$ cat config.mk
export PLATFORM = sky130hd
export DESIGN_NAME = gf2_switch_system_solver
export DESIGN_NICKNAME = d
export VERILOG_FILES = /design/src/rtl/gf2ss_pkg.sv /design/src/rtl/gf2_switch_system_solver.sv /design/src/rtl/gf2ss_row_mem.sv
export SDC_FILE = /design/constraint.sdc
export NUM_CORES = 1
export LEC_CHECK = 0
export BUFFER_PORTS_ARGS = -buffer_cell sky130_fd_sc_hd__buf_2
export CAP_MARGIN = 20
export CELL_PAD_IN_SITES_DETAIL_PLACEMENT = 1
export CELL_PAD_IN_SITES_GLOBAL_PLACEMENT = 1
export CORE_UTILIZATION = 25
export DETAILED_ROUTE_END_ITERATION = 8
export PLACE_DENSITY_LB_ADDON = 0.1
export SYNTH_ARGS = -nofsm -noshare
export SYNTH_HDL_FRONTEND = slang
export SYNTH_HIERARCHICAL = 1
export SYNTH_SLANG_ARGS = --single-unit
$ cat constraint.sdc
create_clock -name clk -period 13.7 [get_ports clk]
set_input_delay 2.74 -clock clk [delete_from_list [all_inputs] [get_ports clk]]
set_output_delay 2.74 -clock clk [all_outputs]
set_load 0.05 [all_outputs]
$ cat src/rtl/gf2ss_pkg.sv
`default_nettype none
// ----------------------------------------------------------------------------
// gf2ss_pkg
// Shared types and codes of the GF(2) switch system solver.
// ----------------------------------------------------------------------------
package gf2ss_pkg;

	localparam int NUM_W = 6;
	localparam int IDX_W = 5;
	localparam int REQ_W = 2;
	localparam int CNT_W = 33;

	localparam logic [REQ_W-1:0] REQ_STATE = 2'd0;
	localparam logic [REQ_W-1:0] REQ_LINK  = 2'd1;
	localparam logic [REQ_W-1:0] REQ_SOLVE = 2'd2;

	typedef struct packed {
		logic [REQ_W-1:0] req_type;
		logic [IDX_W-1:0] first_index;
		logic [IDX_W-1:0] second_index;
		logic             start_bit;
		logic             end_bit;
	} in_word_t;

	typedef struct packed {
		logic             solvable;
		logic [CNT_W-1:0] solution_count;
		logic [NUM_W-1:0] free_vars;
	} out_word_t;

endpackage
`default_nettype wire

$ cat src/rtl/gf2_switch_system_solver.sv
`default_nettype none
// ----------------------------------------------------------------------------
// gf2_switch_system_solver
// GF(2) linear system builder and Gaussian elimination solver.
// ----------------------------------------------------------------------------
// Rows of the system live in a one-port-read, one-port-write memory with a
// registered read. A state or link word reads the row, then writes it back.
// A solve word walks the rows one memory read per cycle: for each column a
// pivot search, an optional swap in the SWAP and SWAP2 states and an
// elimination pass over the rows below, then a consistency check over the
// rows without pivot. It waits in DONE while the previous result still sits
// in the output register. The result sits in an output register; once it is
// loaded the row store is cleared in the same cycle and the next word can be
// taken.
// ----------------------------------------------------------------------------
module gf2_switch_system_solver
	import gf2ss_pkg::*;
#(
	parameter int MAX_SWITCHES = 32
) (
	input  wire logic             clk,
	input  wire logic             arst_n,
	input  wire logic             cfg_wr_en,
	input  wire logic [NUM_W-1:0] cfg_wr_data,
	input  wire logic             in_valid,
	output logic                  in_stall,
	input  wire in_word_t         in_data,
	output logic                  out_valid,
	input  wire logic             out_stall,
	output out_word_t             out_data
);

	localparam int RW  = MAX_SWITCHES + 1;
	localparam int AW  = $clog2(MAX_SWITCHES);
	localparam int RHS = MAX_SWITCHES;

	localparam logic [2:0] ST_IDLE  = 3'd0;
	localparam logic [2:0] ST_LOAD  = 3'd1;
	localparam logic [2:0] ST_SRCH  = 3'd2;
	localparam logic [2:0] ST_SWAP  = 3'd3;
	localparam logic [2:0] ST_SWAP2 = 3'd4;
	localparam logic [2:0] ST_ELIM  = 3'd5;
	localparam logic [2:0] ST_CHK   = 3'd6;
	localparam logic [2:0] ST_DONE  = 3'd7;

	localparam logic [RW-1:0] RHS_BIT = RW'(1) << RHS;

	logic [2:0]       state_q, state_d;
	logic [NUM_W-1:0] num_sw_q;
	logic [NUM_W-1:0] n;
	logic [NUM_W-1:0] j_q, j_d, pr_q, pr_d, pc_q, pc_d, found_q, found_d;
	logic [RW-1:0]    col_q, col_d, piv_q, piv_d, mask_q, mask_d;
	logic             ok_q, ok_d;
	in_word_t         item_q;
	logic             out_valid_q, out_valid_d;
	out_word_t        out_q, out_d;

	logic             mem_we, mem_clr;
	logic [NUM_W-1:0] mem_wa, mem_ra;
	logic [RW-1:0]    mem_wd, mem_rd, row_m;

	logic             accept;
	logic             adv;
	logic [NUM_W-1:0] adv_pr;
	logic [NUM_W-1:0] j_nx;
	logic [NUM_W-1:0] a_ext, b_ext, free_cnt;
	logic             hit;

	assign n = (num_sw_q > NUM_W'(MAX_SWITCHES)) ? NUM_W'(MAX_SWITCHES) : num_sw_q;

	assign in_stall  = (state_q != ST_IDLE);
	assign accept    = in_valid && !in_stall;
	assign out_valid = out_valid_q;
	assign out_data  = out_q;

	assign row_m    = mem_rd & mask_q;
	assign hit      = |(row_m & col_q);
	assign j_nx     = j_q + NUM_W'(1);
	assign a_ext    = NUM_W'(in_data.first_index);
	assign b_ext    = NUM_W'(in_data.second_index);
	assign free_cnt = n - pr_q;

	gf2ss_row_mem #(
		.DEPTH (MAX_SWITCHES),
		.WIDTH (RW)
	) u_row_mem (
		.clk     (clk),
		.arst_n  (arst_n),
		.clr     (mem_clr),
		.wr_en   (mem_we),
		.wr_addr (mem_wa[AW-1:0]),
		.wr_data (mem_wd),
		.rd_addr (mem_ra[AW-1:0]),
		.rd_data (mem_rd)
	);

	always_comb begin
		state_d     = state_q;
		j_d         = j_q;
		pr_d        = pr_q;
		pc_d        = pc_q;
		found_d     = found_q;
		col_d       = col_q;
		piv_d       = piv_q;
		mask_d      = mask_q;
		ok_d        = ok_q;
		out_d       = out_q;
		out_valid_d = out_valid_q && out_stall;
		mem_we      = 1'b0;
		mem_clr     = 1'b0;
		mem_wa      = '0;
		mem_wd      = '0;
		mem_ra      = '0;
		adv         = 1'b0;
		adv_pr      = pr_q;

		unique case (state_q)
			ST_IDLE: begin
				if (accept) begin
					unique case (in_data.req_type)
						REQ_STATE: begin
							mem_ra = a_ext;
							if (a_ext < n) begin
								state_d = ST_LOAD;
							end
						end
						REQ_LINK: begin
							mem_ra = b_ext;
							if (a_ext < n && b_ext < n) begin
								state_d = ST_LOAD;
							end
						end
						REQ_SOLVE: begin
							mask_d = ~({RW{1'b1}} << n) | RHS_BIT;
							pr_d   = '0;
							pc_d   = '0;
							j_d    = '0;
							col_d  = RW'(1);
							ok_d   = 1'b1;
							mem_ra = '0;
							state_d = (n == '0) ? ST_DONE : ST_SRCH;
						end
						default: begin
							// unknown request: drop
						end
					endcase
				end
			end
			ST_LOAD: begin
				mem_we = 1'b1;
				if (item_q.req_type == REQ_STATE) begin
					mem_wa = NUM_W'(item_q.first_index);
					mem_wd = (mem_rd & ~RHS_BIT) | (RW'(1) << item_q.first_index)
						| ((item_q.start_bit ^ item_q.end_bit) ? RHS_BIT : '0);
				end else begin
					mem_wa = NUM_W'(item_q.second_index);
					mem_wd = mem_rd | (RW'(1) << item_q.first_index);
				end
				state_d = ST_IDLE;
			end
			ST_SRCH: begin
				if (hit) begin
					piv_d   = row_m;
					found_d = j_q;
					if (j_q != pr_q) begin
						mem_ra  = pr_q;
						state_d = ST_SWAP;
					end else if (j_nx < n) begin
						j_d     = j_nx;
						mem_ra  = j_nx;
						state_d = ST_ELIM;
					end else begin
						adv    = 1'b1;
						adv_pr = pr_q + NUM_W'(1);
					end
				end else if (j_nx < n) begin
					j_d    = j_nx;
					mem_ra = j_nx;
				end else begin
					adv = 1'b1;
				end
			end
			ST_SWAP: begin
				// old pivot-row contents move down to where the pivot was found
				mem_we  = 1'b1;
				mem_wa  = found_q;
				mem_wd  = row_m;
				state_d = ST_SWAP2;
			end
			ST_SWAP2: begin
				mem_we = 1'b1;
				mem_wa = pr_q;
				mem_wd = piv_q;
				// rows between the pivot row and the found row have no bit here
				if (found_q + NUM_W'(1) < n) begin
					j_d     = found_q + NUM_W'(1);
					mem_ra  = found_q + NUM_W'(1);
					state_d = ST_ELIM;
				end else begin
					adv    = 1'b1;
					adv_pr = pr_q + NUM_W'(1);
				end
			end
			ST_ELIM: begin
				if (hit) begin
					mem_we = 1'b1;
					mem_wa = j_q;
					mem_wd = row_m ^ piv_q;
				end
				if (j_nx < n) begin
					j_d    = j_nx;
					mem_ra = j_nx;
				end else begin
					adv    = 1'b1;
					adv_pr = pr_q + NUM_W'(1);
				end
			end
			ST_CHK: begin
				if ((row_m & RHS_BIT) != '0) begin
					ok_d = 1'b0;
				end
				if (j_nx < n) begin
					j_d    = j_nx;
					mem_ra = j_nx;
				end else begin
					state_d = ST_DONE;
				end
			end
			ST_DONE: begin
				// hold until the output register is free
				if (!out_valid_q || !out_stall) begin
					out_d.solvable       = ok_q;
					out_d.solution_count = ok_q ? (CNT_W'(1) << free_cnt) : '0;
					out_d.free_vars      = free_cnt;
					out_valid_d          = 1'b1;
					mem_clr              = 1'b1;
					pr_d                 = '0;
					pc_d                 = '0;
					state_d              = ST_IDLE;
				end
			end
			default: begin
				state_d = ST_IDLE;
			end
		endcase

		// advance to the next column
		if (adv) begin
			pr_d  = adv_pr;
			pc_d  = pc_q + NUM_W'(1);
			col_d = col_q << 1;
			if (adv_pr < n) begin
				j_d     = adv_pr;
				mem_ra  = adv_pr;
				state_d = (pc_q + NUM_W'(1) < n) ? ST_SRCH : ST_CHK;
			end else begin
				state_d = ST_DONE;
			end
		end
	end

	always_ff @(posedge clk or negedge arst_n) begin
		if (!arst_n) begin
			state_q     <= ST_IDLE;
			num_sw_q    <= NUM_W'(1);
			j_q         <= '0;
			pr_q        <= '0;
			pc_q        <= '0;
			ok_q        <= 1'b1;
			out_valid_q <= 1'b0;
		end else begin
			state_q     <= state_d;
			j_q         <= j_d;
			pr_q        <= pr_d;
			pc_q        <= pc_d;
			ok_q        <= ok_d;
			out_valid_q <= out_valid_d;
			if (cfg_wr_en) begin
				num_sw_q <= cfg_wr_data;
			end
		end
	end

	always_ff @(posedge clk) begin
		if (accept) begin
			item_q <= in_data;
		end
		found_q <= found_d;
		col_q   <= col_d;
		piv_q   <= piv_d;
		mask_q  <= mask_d;
		out_q   <= out_d;
	end

endmodule
`default_nettype wire

$ cat src/rtl/gf2ss_row_mem.sv
`default_nettype none
// ----------------------------------------------------------------------------
// gf2ss_row_mem
// Equation row store: one write and one registered read per cycle, with
// write-to-read bypass and per-row valid bits that reset and clear at once.
// ----------------------------------------------------------------------------
module gf2ss_row_mem #(
	parameter int DEPTH = 32,
	parameter int WIDTH = 33
) (
	input  wire logic                     clk,
	input  wire logic                     arst_n,
	input  wire logic                     clr,
	input  wire logic                     wr_en,
	input  wire logic [$clog2(DEPTH)-1:0] wr_addr,
	input  wire logic [WIDTH-1:0]         wr_data,
	input  wire logic [$clog2(DEPTH)-1:0] rd_addr,
	output logic      [WIDTH-1:0]         rd_data
);

	logic [WIDTH-1:0] mem [DEPTH];
	logic [DEPTH-1:0] vld_q;
	logic [WIDTH-1:0] rd_q;
	logic             rd_vld_q;
	logic             bypass;

	assign bypass  = wr_en && (wr_addr == rd_addr);
	assign rd_data = rd_vld_q ? rd_q : '0;

	always_ff @(posedge clk) begin
		if (wr_en) begin
			mem[wr_addr] <= wr_data;
		end
		rd_q <= bypass ? wr_data : mem[rd_addr];
	end

	always_ff @(posedge clk or negedge arst_n) begin
		if (!arst_n) begin
			vld_q    <= '0;
			rd_vld_q <= 1'b0;
		end else begin
			rd_vld_q <= vld_q[rd_addr] | bypass;
			if (clr) begin
				vld_q <= '0;
			end else if (wr_en) begin
				vld_q[wr_addr] <= 1'b1;
			end
		end
	end

endmodule
`default_nettype wire
# --- Word level (Yosys, flattened, before mapping) ---
# Memories as Yosys holds them, arrays and structs flattened. A register that Yosys moved wholly into a read port is not among the register bits.
# Index checks and enable logic that the tools add are counted.
totals:
  input_bits: 25
  ramBits: 1056
  wordCells: 186
  memories: 1
  reg_bits: 220
op_classes:
  n_reduce_logical: 31
  add_sub_neg: 5
  mux: 80
  shifts: 3
  eq_ne: 24
  bitwise: 10
  magnitude_cmp: 10
memory_table:
  columns: ["name", "words", "width", "rd", "rd_clocked_by_memory_dff", "write_ports", "line_no", "text"]
  rows:
  - ["u_row_mem.mem", 32, 33, 1, 1, 1, "gf2ss_row_mem.sv:21", "logic [WIDTH-1:0] mem [DEPTH];"]
op_table:
  columns: ["operator", "count"]
  rows:
  - ["2-to-1 mux 33 bit", 8]
  - ["one-hot mux 33 bit (4 select lines)", 1]
  - ["2-to-1 mux 6 bit", 18]
  - ["AND 33 bit", 2]
  - ["bitwise OR 33 bit", 2]
  - ["2-to-1 mux 32 bit", 2]
  - ["2-to-1 mux 5 bit", 9]
  - ["one-hot mux 5 bit (4 select lines)", 2]
  - ["2-to-1 mux 3 bit", 13]
  - ["bitwise OR 32 x 33 -> 33 bit", 1]
  - ["OR reduction 33 bit", 1]
  - ["<< shifter 1 x 5 -> 33 bit, first input constant", 1]
  - ["<< shifter 1 x 6 -> 33 bit, first input constant", 1]
  - ["<< shifter 33 x 6 -> 32 bit, first input constant", 1]
  - ["bitwise XOR 33 bit", 1]
  - ["inverter 32 bit", 1]
  - ["bitwise OR 32 bit", 1]
  - ["adder 6 x 1 -> 6 bit, second input constant", 4]
  - ["less-than comparator 6 bit", 4]
  - ["one-hot mux 6 bit (4 select lines)", 1]
  - ["one-hot mux 3 bit (7 select lines)", 1]
  - ["one-hot mux 6 bit (3 select lines)", 1]
  - ["2-to-1 mux 1 bit", 16]
  - ["inequality test 3 bit, second input constant", 5]
  - ["other kinds (41)", 66]

# --- Depth between registers and ports, before layout ---
# Gate-level depths: netlist (run 1).
depth:
  depth_word: 13
  mapped_depth: 32
  depth_no_buf: 25

# --- Modules after synthesis ---
# Netlist (run 1), hierarchy kept.
modules_own_cells:
  columns: ["mod", "cells_each", "area_each_um2", "seq_area_each_um2", "instances"]
  rows:
  - ["gf2ss_row_mem", 1987, 42218.0, 32636.3, 1]
  - ["gf2_switch_system_solver", 1107, 10810.4, 5462.7, 1]

# --- Worst setup path after synthesis (run 1) ---
# OpenSTA, ideal clock, no wires.
synth_path:
  path_kind: "register to register"
  startpoint: "reg (tool-made name)"
  endpoint: "reg u_row_mem.rd_vld_q"
  arrival_ps: 6237
  n_path_buf: 4
  setup_slack_ps: 7344
  path_stages_with_launch: 29
  cell_sequence: "dfxtp_1 buf_6 buf_2 buf_4 mux4_2 mux2_2 o22ai_1 nor2_1 nand3_1 nand4_1 nor4_1 nand3_1 a31oi_2 nor2_1 xnor2_1 inv_1 ha_1 a21o_1 a21o_1 a21oi_1 nand2_1 a221o_1 mux2_1 clkbuf_1 mux4_2 mux2_2 nand2_1 nand4_1 and2_1"
synth_lines:
  columns: ["element", "line_no", "text"]
  rows:
  - ["to (signal assigned)", "gf2ss_row_mem.sv:42", "rd_vld_q <= vld_q[rd_addr] | bypass;"]
  - ["to (decl)", "gf2ss_row_mem.sv:24", "logic rd_vld_q;"]

==> flow_summary.json, run 1 <==
{
  "outcome": "finished, final reports clean",
  "ys_top_cells_by_area": "edfxtp_1 (69%), mux4_2 (8.7%), dfrtp_1 (2.8%)",
  "ys_types": 81,
  "synth_nets": 3158,
  "ir_worst_vdd_v": 0.000127,
  "cts_resized": 0,
  "utilization_pct": 29.6,
  "min_period_ns": 9.22,
  "p_per_area_mw_per_mm2": 230,
  "numCtsBuffers": 155,
  "place_congestion": 0.860,
  "worstMarginPinSlew_ns": 1.19,
  "portBuffers": 66,
  "synth_cells": 3094,
  "antenna_found_initial": 17,
  "fp.coreArea_sq_mm": 0.210,
  "gr-total-overflow": 0,
  "hold_viol_final": 0,
  "insertion_delay_ns": 0.80,
  "clk_path_buf_depth": 3,
  "start_util_pct": 25.2,
  "synthesis.area_sq_mm": 0.0530,
  "ff_latch_area_sq_mm": 0.0381,
  "slew-limit-headroom_pct": 21.0,
  "switching_share_pct": 35.9,
  "finalMaxSlewViolations": 0,
  "max_clock_freq_mhz": 108,
  "grt_max_degree": 105,
  "drt-pass1-iter-count": 5,
  "critPathArrivalTime_ns": 9.89,
  "yosys_warnings": 6,
  "finalSetupViolations": 0,
  "vias": 29981,
  "timing.critical_path.from_type": "flip-flop",
  "std_cell_rows": 168,
  "clock_sinks": 1281,
  "fill_cells": 21717,
  "ctsRootBufferMaster": "clkbuf_16",
  "final_common_cell": "edfxtp_1",
  "switchingPower_uw": 5150,
  "rsz0062_at_grt": "false",
  "endpoint_kind": "flip-flop",
  "yosys.area.top_type_share_pct": 68.7,
  "p_leak_uw": 0.0199,
  "grt_pass1_vias": 32084,
  "layout-drive-gt1-share_pct": 22.3,
  "path_max_fanout": 81,
  "worst_r2r_path_depth": 26,
  "r2r-end": "u_row_mem/rd_vld_q$_DFF_PN0_",
  "p_seq_share_pct": 40.0,
  "dieArea_sq_mm": 0.214,
  "ioPinCount": 67,
  "yosysSeqAreaShare_pct": 71.8,
  "synthToLayoutAreaGrowth_pct": 17.5,
  "die_x_um": 463,
  "finClkSkew_ns": 0.0352,
  "h-tree-depth": 4,
  "finalSetupTns_ns": 0,
  "grtUsageTotal_pct": 17.1,
  "synth_top_area_cell": "edfxtp_1",
  "whs_endpoint": "u_row_mem/vld_q[9]$_DFFE_PN0P_",
  "via_per_inst": 4.83,
  "layout_common_cells": "edfxtp_1 (1213), nor2_1 (210), mux4_2 (206), o21ai_0 (160), clkbuf_16 (158)",
  "synth_edf_count": 1213,
  "drt_iter0_drc": 2406,
  "dp_hpwl_mm": 111,
  "reg2reg_slack_ns": 4.48,
  "holdCritStartpoint": "u_row_mem/vld_q[9]$_DFFE_PN0P_",
  "async_flop_share_pct": 4.84,
  "cts_tree": "yes",
  "yosys_register_bits": 1281,
  "dp_cells": 5889,
  "ant_nets": 0,
  "multi_input_area_sq_mm": 0.0141,
  "internal_power_uw": 9210,
  "routedWlPerCell_um": 29.8,
  "final_nets": 3329,
  "hold_buffers": 0,
  "clkSlewWorstSetupHoldPaths_ns": 0.06,
  "worstSetupPathType": "flip-flop to flip-flop",
  "drc": 0,
  "timing.critical_path.required_ns": 14.37,
  "ys_dominant_reg_cell": "edfxtp_1",
  "grt_pass1_wl_mm": 257,
  "postSynthAreaPerCell_sq_um": 17.1,
  "cap_violations": 0,
  "pwr-share-clk_pct": 27.5,
  "cts_setup_buffers": 0,
  "finalCritPeriodShare_pct": 67.3,
  "dieHeight_um": 463,
  "wl_mm": 185,
  "p_comb_share_pct": 32.5,
  "final_cells": 6203,
  "worstHoldPathCells": 2,
  "hp-class": "flip-flop to flip-flop"
}
## registers in the layout (all words and copies together) (netlist names), 6 cells and up, named ones only
signal	flops
item_q	14
u_row_mem/vld_q	32
j_q	6
pr_q	6
col_q	33
found_q	6
pc_q	6
piv_q	33
num_sw_q	6
out_data	40
u_row_mem/mem	1056
mask_q	32
## area by class of cell
class / count / share of cell area, %
Antenna cell: 3 / 0.0121
Inverter: 40 / 0.245
Clock inverter: 80 / 1.01
Timing Repair Buffer: 185 / 2.51
Multi-Input combinational cell: 1602 / 22.7
Clock buffer: 207 / 6.72
Sequential cell: 1281 / 61.2
Tap cell: 2805 / 5.63
## metrics by stage
stage / hold slack (ns) / power (uW) / worst slack [ns] / instance area [sq um]
2_1_floorplan: 0.423 / 8390 / 7.34 / 53000
3_3_place_gp: 0.478 / 10300 / 4.29 / 56900
3_5_place_dp: 0.488 / 10400 / 4.44 / 57100
4_1_cts: 0.500 / 14400 / 4.42 / 61900
5_1_grt: 0.529 / 15000 / 3.94 / 62300
6_report: 0.494 / 14400 / 4.48 / 62300
## critical path, stage by stage, from the launching register on
cell and delay [ns]:
dfxtp_4 0.90, buf_12 0.55, mux4_2 0.58, nor2b_1 0.15, a211oi_1 0.75, nor4_1 0.16
buf_4 0.20, nand3_1 0.17, nand4_1 0.13, nor4_1 0.29, nand3_1 0.58, a31oi_2 0.57
nor2_1 0.14, xnor2_1 0.26, inv_1 0.08, ha_1 0.29, a21o_1 0.19, a21o_1 0.17
a21oi_1 0.20, nand2_1 0.11, a221o_1 0.53, mux2_1 0.74, mux4_2 0.58, mux2_2 0.28
nand2_1 0.09, nand4_1 0.10, and2_1 0.17
## logic make-up after synthesis
family	synth area share (%)
adders and majority gates	0.934
buffers and inverters	2.11
DFF	71.8
AOI/OAI and AO/OA	5.19
xor gates and xnor gates	0.562
and+or+nand+nor	6.11
muxes	13.2
## power groups by stage
stage	sequential (uW)	clock, uW	combinational (uW)
6_report	5740	3940	4670
5_1_grt	5780	4190	5010
4_1_cts	5800	4070	4570
3_5_place_dp	5880	0	4560
3_3_place_gp	5860	0	4410
2_1_floorplan	5800	0	2590
## Yosys cell counts, types with 31 or more instances
cell type     n
and2_1       70
mux2i_1     124
nor2b_1      31
a21oi_1      53
mux2_2       81
a221oi_1     35
mux4_2      206
dfrtp_1      60
ha_1         38
nor2_1      247
o22ai_1      58
o21ai_0     161
edfxtp_1   1213
nand3_1      84
clkbuf_1     94
nand2_1     115
inv_1        37
## worst max path at each step
stage | startpoint | depth (start not counted) | to | slack [ns]
global route | flip-flop | 25 | u_row_mem/rd_vld_q$_DFF_PN0_ | 3.94
floorplan | flip-flop | 28 | u_row_mem/rd_vld_q$_DFF_PN0_ | 7.34
global placement | flip-flop | 26 | u_row_mem/rd_vld_q$_DFF_PN0_ | 4.29
finish | flip-flop | 26 | u_row_mem/rd_vld_q$_DFF_PN0_ | 4.48
detailed placement | flip-flop | 25 | u_row_mem/rd_vld_q$_DFF_PN0_ | 4.44
CTS | flip-flop | 25 | u_row_mem/rd_vld_q$_DFF_PN0_ | 4.42
## metal layers
| metal | vias to the layer above | part of all wire [%] | track usage (%) |
|---|---|---|---|
| li1 | 12683 | - | - |
| met1 | 16343 | 46 | 23.4 |
| met2 | 698 | 48 | 28.0 |
| met3 | 253 | 4.0 | 2.56 |
| met4 | 4 | 2.4 | 4.69 |
| met5 | - | 0.011 | 0 |
Note: power is estimated with default switching activity, not from simulation.
==> run 2: changes to the inputs <==
clock period = 8.35 ns   (was 13.7 ns; I/O delays follow)
==> run 2 against run 1 <==
Die area is the same. Final cell count increased by 1.4%. Sequential power increased by 66%. Sequential share of layout area fell by 0.89 points. Critical endpoint unchanged. Largest cell class unchanged. Largest power group unchanged.
==> flow_summary.json, run 2 (synthesis gave the netlist of run 1 again) <==
{
  "clkSlewWorstSetupHoldPaths_ns": 0.06,
  "grt_pass1_vias": 32630,
  "path_max_fanout": 25,
  "hp-class": "flip-flop to flip-flop",
  "dp_hpwl_mm": 116,
  "finalSetupViolations": 0,
  "outcome": "finished, final reports clean",
  "r2r-end": "u_row_mem/rd_vld_q$_DFF_PN0_",
  "max_clock_freq_mhz": 131,
  "start_util_pct": 25.2,
  "finalMaxSlewViolations": 0,
  "reg2reg_slack_ns": 0.72,
  "dieHeight_um": 463,
  "layout-drive-gt1-share_pct": 24.7,
  "worst_slack_ns": 0.719,
  "clk_path_buf_depth": 3,
  "antenna_found_initial": 10,
  "ir_worst_vdd_v": 0.000231,
  "utilization_pct": 30.1,
  "drc": 0,
  "clock_sinks": 1281,
  "fp.coreArea_sq_mm": 0.210,
  "cts_resized": 0,
  "wl_mm": 190,
  "p_leak_uw": 0.0204,
  "finalSetupTns_ns": 0,
  "h-tree-depth": 4,
  "finClkSkew_ns": 0.0380,
  "insertion_delay_ns": 0.81,
  "hold_viol_final": 0,
  "final_nets": 3425,
  "critPathArrivalTime_ns": 8.31,
  "std_cell_rows": 168,
  "synthToLayoutAreaGrowth_pct": 19.2,
  "p_per_area_mw_per_mm2": 381,
  "cp_common_cell": "buf_4",
  "portBuffers": 66,
  "ant_nets": 0,
  "cts_setup_buffers": 0,
  "dieArea_sq_mm": 0.214,
  "p_total_uw": 24100,
  "slowest_stage": "dfxtp_4",
  "cap_violations": 0,
  "numCtsBuffers": 154,
  "timing.critical_path.from_type": "flip-flop",
  "ctsRootBufferMaster": "clkbuf_16",
  "worstMarginPinSlew_ns": 1.10,
  "routedWlPerCell_um": 30.2,
  "die_x_um": 463,
  "slew-limit-headroom_pct": 26.9,
  "drt_iter0_drc": 2205,
  "grt_pass1_wl_mm": 265,
  "drt-pass1-iter-count": 5,
  "final_common_cell": "edfxtp_1",
  "finalCritPeriodShare_pct": 91.4,
  "place_ws_ns": 0.739,
  "rsz0062_at_grt": "false",
  "min_period_ns": 7.63,
  "grt_max_degree": 73,
  "regMostFlops": "u_row_mem/mem",
  "worstSetupPathType": "flip-flop to flip-flop",
  "largest_register_ffs": 1056,
  "cpPeakStageDelay_ns": 0.91,
  "via_per_inst": 4.82,
  "endpoint_kind": "flip-flop",
  "hold_buffers": 0,
  "worst_r2r_path_depth": 29,
  "ioPinCount": 67,
  "gr-total-overflow": 0,
  "timing.critical_path.required_ns": 9.02,
  "place_congestion": 0.856,
  "cts_tree": "yes",
  "cp-endpoint": "u_row_mem/rd_vld_q$_DFF_PN0_",
  "grtUsageTotal_pct": 17.6,
  "diodes": 0,
  "layout_common_cells": "edfxtp_1 (1213), nor2_1 (210), mux4_2 (206), buf_4 (182), o21ai_0 (160)",
  "vias": 30286
}
[run 2: cell count changes in the layout (fill, tap and decap cells not counted), moves of 3 or more]
cell	previous run	this run
buf_12	8	32
buf_16	5	1
buf_4	83	182
buf_8	19	0
bufinv_16	6	14
clkbuf_1	44	35
clkbuf_8	5	0
clkinv_1	40	31
clkinvlp_4	1	8
diode_2	3	0
[run 2: final cells by class]
type / instances / area [sq um]
fillers: 21710 / 147000
well taps: 2805 / 3510
flip-flops and latches: 1281 / 38100
inverters: 40 / 153
clock inverters: 87 / 916
multi-input cells: 1602 / 14100
clock buffers: 191 / 4040
repair buffers: 282 / 2370
[run 2: critical path: cells and delay by family (launching register included)]
family / cells / cell delay, ns
AND/OR/NAND/NOR: 11 / 1.66
XOR/XNOR: 1 / 0.19
AO/OA/AOI/OAI: 6 / 1.66
buffers and inverters: 6 / 1.21
multiplexers: 4 / 1.54
flip-flops: 1 / 0.91
adder cells (fa/ha/maj): 1 / 0.28
[run 2: per-layer routing]
metal / GRT usage, % / part of all wire [%]
met1: 24.1 / 46
met5: 0 / 0.0042
met2: 29.0 / 48
met4: 4.26 / 2.2
met3: 2.77 / 3.7
[run 2: worst min path at each step]
stage,start,to,slack [ns],depth (start not counted)
after global routing,u_row_mem/vld_q[24]$_DFFE_PN0P_,u_row_mem/vld_q[24]$_DFFE_PN0P_,0.53,2
after detailed placement,u_row_mem/vld_q[16]$_DFFE_PN0P_,u_row_mem/vld_q[16]$_DFFE_PN0P_,0.50,2
after CTS,u_row_mem/vld_q[24]$_DFFE_PN0P_,u_row_mem/vld_q[24]$_DFFE_PN0P_,0.51,2
after global placement,u_row_mem/vld_q[9]$_DFFE_PN0P_,u_row_mem/vld_q[9]$_DFFE_PN0P_,0.48,2
final,u_row_mem/vld_q[5]$_DFFE_PN0P_,u_row_mem/vld_q[5]$_DFFE_PN0P_,0.51,2
after floorplan,j_q[2]$_DFF_PN0_,found_q[2]$_DFFE_PP_,0.42,0
[run 2: power by group]
part           switching, uW  internal [uW]  total, uW  leakage, uW
logic                   5470           2460       7930      0.00600
clock network           2780           3880       6660      0.00239
registers                388           9110       9500       0.0120
total                   8640          15400      24100       0.0204
[run 2: stage by stage]
stage	instance area (sq um)	hold WS [ns]	cells
after CTS	63200	0.512	6287
final	63200	0.506	6288
after floorplan	53000	0.423	3094
after global placement	58200	0.484	6007
after global routing	63200	0.529	6288
after detailed placement	58300	0.498	6009
